$ cat src/design/lwgc_pkg.sv
package lwgc_pkg;

  localparam int LEVEL_W = 16;
  localparam int STEP_W  = 8;
  localparam int INDEX_W = 8;
  localparam int GAIN_W  = 21;
  localparam int DVD_W   = 24;

  localparam logic [LEVEL_W-1:0] TARGET_RESET = 16'd32768;
  localparam logic [STEP_W-1:0]  GSTEP_RESET  = 8'd1;

  localparam int GAIN_MIN = -1048576;
  localparam int GAIN_MAX = 1048575;

  localparam logic KIND_LOAD    = 1'b0;
  localparam logic KIND_COMPUTE = 1'b1;

  localparam logic REG_TARGET_LEVEL = 1'b0;
  localparam logic REG_GAIN_STEP    = 1'b1;

  // numerator used when a zero entry is loaded
  localparam logic [DVD_W-1:0] ZERO_ENTRY_NUM = 24'd256;

  typedef enum logic [3:0] {
    S_IDLE,
    S_DECODE,
    S_LOAD_DIV,
    S_RD,
    S_EVAL,
    S_MUL,
    S_DIV_START,
    S_DIV_WAIT,
    S_DONE
  } state_t;

  typedef struct packed {
    logic capture;
    logic tbl_write_val;
    logic load_div_start;
    logic tbl_write_quo;
    logic walk_step;
    logic set_cap;
    logic mul;
    logic rem_div_start;
    logic rem_add;
    logic out_load;
  } ctrl_t;

  typedef struct packed {
    logic is_compute;
    logic val_zero;
    logic walk_more;
    logic steps_full;
    logic div_done;
    logic out_free;
  } stat_t;

endpackage

$ cat src/design/lwgc_ctrl.sv
module lwgc_ctrl (
  input  logic            clk,
  input  logic            rst,
  input  logic            in_valid,
  output logic            in_ready,
  input  lwgc_pkg::stat_t stat,
  output lwgc_pkg::ctrl_t cmd
);
  import lwgc_pkg::*;

  state_t state;
  state_t state_next;

  always_ff @(posedge clk) begin
    if (rst) begin
      state <= S_IDLE;
    end else begin
      state <= state_next;
    end
  end

  always_comb begin
    state_next = state;
    cmd        = '0;
    in_ready   = state == S_IDLE;
    case (state)
      S_IDLE: begin
        if (in_valid) begin
          cmd.capture = 1'b1;
          state_next  = S_DECODE;
        end
      end
      S_DECODE: begin
        if (stat.is_compute) begin
          state_next = S_RD;
        end else if (stat.val_zero) begin
          cmd.load_div_start = 1'b1;
          state_next         = S_LOAD_DIV;
        end else begin
          cmd.tbl_write_val = 1'b1;
          state_next        = S_IDLE;
        end
      end
      S_LOAD_DIV: begin
        if (stat.div_done) begin
          cmd.tbl_write_quo = 1'b1;
          state_next        = S_IDLE;
        end
      end
      // table read of the current level lands at the end of this cycle
      S_RD: begin
        state_next = S_EVAL;
      end
      S_EVAL: begin
        if (stat.walk_more) begin
          if (stat.steps_full) begin
            cmd.set_cap = 1'b1;
            state_next  = S_DONE;
          end else begin
            cmd.walk_step = 1'b1;
            state_next    = S_RD;
          end
        end else begin
          state_next = S_MUL;
        end
      end
      S_MUL: begin
        cmd.mul    = 1'b1;
        state_next = S_DIV_START;
      end
      S_DIV_START: begin
        cmd.rem_div_start = 1'b1;
        state_next        = S_DIV_WAIT;
      end
      S_DIV_WAIT: begin
        if (stat.div_done) begin
          cmd.rem_add = 1'b1;
          state_next  = S_DONE;
        end
      end
      S_DONE: begin
        if (stat.out_free) begin
          cmd.out_load = 1'b1;
          state_next   = S_IDLE;
        end
      end
      default: begin
        state_next = S_IDLE;
      end
    endcase
  end

endmodule

$ cat config.mk
export PLATFORM = sky130hd
export DESIGN_NAME = lwgc_ctrl
export DESIGN_NICKNAME = d
export VERILOG_FILES = /design/src/design/lwgc_pkg.sv /design/src/design/lwgc_ctrl.sv
export SDC_FILE = /design/constraint.sdc
export NUM_CORES = 1
export LEC_CHECK = 0
export BUFFER_PORTS_ARGS = -buffer_cell sky130_fd_sc_hd__buf_4
export CAP_MARGIN = 25
export CORE_AREA = 10 10 47 49
export CTS_CLUSTER_SIZE = 40
export DETAILED_ROUTE_END_ITERATION = 7
export DIE_AREA = 0 0 57 59
export GPL_TIMING_DRIVEN = 0
export SETUP_SLACK_MARGIN = 0.05
export SYNTH_ARGS = -nofsm -noshare
export SYNTH_HDL_FRONTEND = slang
export SYNTH_SLANG_ARGS = --single-unit
export TNS_END_PERCENT = 5
$ cat constraint.sdc
create_clock -name clk -period 1.1 [get_ports clk]
set_input_delay 0.22 -clock clk [delete_from_list [all_inputs] [get_ports clk]]
set_output_delay 0.22 -clock clk [all_outputs]
set_load 0.1 [all_outputs]
# After elaboration in Yosys (flattened, before gate mapping)
# Index checks and enable logic that the tools add are counted.
# W data, S select, Z words.
word_totals:
  ff_bits: 4
  in_bits: 9
  output_inout_bits: 11
  word_cells: 41
classes:
  eq_ne: 12
  muxes: 26
  n_reduce_logical: 2
op_table:
  columns: ["cell", "count"]
  rows:
  - ["$pmux W4 S9", 1]
  - ["$mux W4", 7]
  - ["$eq A4 B3 Y1 const B", 4]
  - ["$mux W1", 13]
  - ["$mux W2", 5]
  - ["$eq A4 B2 Y1 const B", 2]
  - ["$ne A2 B2 Y1 const B", 4]
  - ["$eq A4 B1 Y1 const B", 1]
  - ["$eq A4 B4 Y1 const B", 1]
  - ["$logic_not A4 Y1", 1]
  - ["$reduce_and A4 Y1", 1]

# Longest topological paths before layout
logic_depth:
  ltp_word: 3
  depth_mapped: 4
  mapped_depth_nobuf: 3

# Least setup slack after synthesis
# Ideal clock, no wire load.
synth_timing:
  path_kind: "flip-flop to output port"
  start: "register state[1]"
  end: "output cmd[9] (netlist bit)"
  t_arrival_ns: 4.443
  t_required_ns: 0.880
  slack_ns: -3.563
  path_stages_with_launch: 4
  path_buffers: 1
  cell_sequence: "dfxtp_1 > buf_2 > nor4_1 > and2_1"
synth_lines:
  columns: ["item", "line_no", "source"]
  rows:
  - ["start: declaration", "lwgc_ctrl.sv:11", "state_t state;"]
  - ["start signal: assignment", "lwgc_ctrl.sv:18", "state <= state_next;"]
  - ["end: declaration", "lwgc_ctrl.sv:7", "output lwgc_pkg::ctrl_t cmd"]

==> reports/metrics.csv <==
metric;value;unit
gp_congestion;0.8199;
ios;20;
hpwl;960.1;um
largest_reg_flops;4;
grt_pass1_wl;2.421;mm
grt_max_degree;11;
p_total;698.3;uW
grt_use_total;0.09091;
place_inst;87;
setup_ws;-0.5094;ns
cts_tree;done;
hold_buffers;0;
cp_data_arrival_time;1.39;ns
drt-total-wl;1.392;mm
slew_headroom;0.8144;
drv_cap;0;
tightestPinTransition;0.2759;ns
wire_per_inst;14.81;um
synth_cell_type_count;28;
cts.sinks;4;
io_buffer_count;19;
ir_drop;0.7159;mV
insertion_delay;0.23;ns
worstHoldPathType;in2reg;
synth_ff_type;dfxtp_1;
power.density;825.5;nW/um2
final_cells;94;
yosysSeqAreaShare;0.2032;
cts_root_buffer;clkbuf_4;
final_cell_area;845.8;um2
vias_per_cell;5.138;
status;finished with violations;
rsz0062_at_grt;yes;
min_period;1.609;ns
n_fill_cell;125;
floorplan.rows;14;
syn_to_final_growth;114.6;%
synth.cell_area;394.1;um2
hold-worst-slack;0.1680;ns
p_leak;0.3479;nW
fp.dieW;57;um
dr.pass1.iters;4;
die_h;59;um
initialDrtViolationCount;7;
htree_levels;1;
clk_path_buf_depth;2;
synth_seq_cells;4;
final_layout_size_suffix_gt1_frac;0.6795;
ant_nets;0;
critPathLaunchType;register;
cts_buffers;3;
critical_path_required;0.88;ns
path_clk_slew;0.04;ns
top_register;state;
synth_edf_count;0;
biggestRegsByFlops;state: 4 flops;
overflow;0;
violations;negative setup slack;
place_area;591.8;um2
tns;-5.071;ns
hold_violations;0;
start_util;0.2813;
cp_max_fo;6;
ys_warn_count;0;
finalClockSkew;0.0009384;ns
setup_violations;14;
synth_cells;52;
core-area;1401;um2
fin_crit_sh;1.463;
critical_path_class;reg2out;
fmax;0.6214;GHz
diodes;0;
drcViolationCount;0;
syn_area_per_cell;7.579;um2
critPathCaptureType;output pin;
fin_nets;89;
grt_pass1_vias;520;
dieArea;3363;um2
synth_fp_nets;61;
synth-async-reset-ratio;0;
dr_total_vias;483;
slew_violations;0;
antenna_found_initial;0;
what timing repair did:
| item | CTS | global route |
|---|---|---|
| endpoints found under the hold margin | 0 | 0 |
| setup buffers | 4 | 0 |
| pin swaps | 8 | 1 |
| gates resized for setup | 50 | 1 |
| endpoints found under the setup margin | 14 | 15 |
per-layer routing:
metal,GRT usage,routed length [um],vias up
met5,0,0,-
met4,0.06040,30,0
met3,0.02790,57,4
met2,0.1519,709,12
met1,0.09658,595,223
li1,-,-,244
power by group:
part,total (mW),switching [mW],internal [mW]
Sequential,0.170,0.0158,0.154
Combinational,0.348,0.206,0.142
Clock,0.180,0.0578,0.122
cell usage after synthesis (2+ instances only):
master / number / area, um2
nor2_1: 6 / 22.52
nor2b_1: 3 / 18.77
nand2_1: 2 / 7.510
nor3_1: 3 / 15.01
nor4_1: 3 / 18.77
a21oi_1: 2 / 10.01
dfxtp_1: 4 / 80.08
buf_2: 2 / 10.01
and2_1: 3 / 18.77
o21ai_0: 2 / 10.01
nand2b_1: 5 / 31.28
final cells by class:
cell class	count	area [um2]	share of cell area
multi-input combinational	43	377.9	0.4467
buffer	4	52.55	0.06213
clock buffer	3	22.52	0.02663
sequential	4	88.84	0.1050
inverter	1	3.754	0.004438
tap	16	20.02	0.02367
timing repair buffer	23	280.3	0.3314
cell families after synthesis:
group,after synthesis,share of synthesized area
AOI/OAI and AO/OA,8,0.1524
buffers and inverters,5,0.08254
DFF,4,0.2032
and+or+nand+nor,35,0.5619
stage by stage:
stage / util / setup WS (ns)
CTS: 0.6018 / -0.4877
finish: 0.6036 / -0.5094
global route: 0.6036 / -0.5598
global placement: 0.4223 / -0.4643
floorplan: - / -1.203
detailed placement: 0.4223 / -0.4654
cells in the final DEF, fill, tap and decap left out, types with 2 or more instances in the layout:
| cell | instances |
|---|---|
| dfxtp_4 | 2 |
| nor3_2 | 2 |
| nor2_2 | 3 |
| a21oi_1 | 2 |
| nand2b_1 | 4 |
| clkbuf_4 | 3 |
| nand2_1 | 2 |
| nor2_1 | 3 |
| and2_4 | 3 |
| buf_4 | 13 |
| nor4_4 | 2 |
| buf_12 | 8 |
| buf_8 | 2 |
| buf_6 | 4 |
worst paths after layout:
kind | start | end | slack (ns) | cells after the start
setup / recovery | state[1] | cmd[9] | -0.51 | 4
hold / removal | rst | state[3] | 0.17 | 2
setup reg to reg | state[3] | state[0] | -0.16 | 4
hold reg to reg | state[1] | state[3] | 0.60 | 3
critical path, cell delays in order, from the launching register on:
cell and delay, ns:
dfxtp_4 0.36, buf_8 0.14, nor4_4 0.29, and2_4 0.20, buf_12 0.16
No activity file was read; power rests on OpenSTA's default activity.
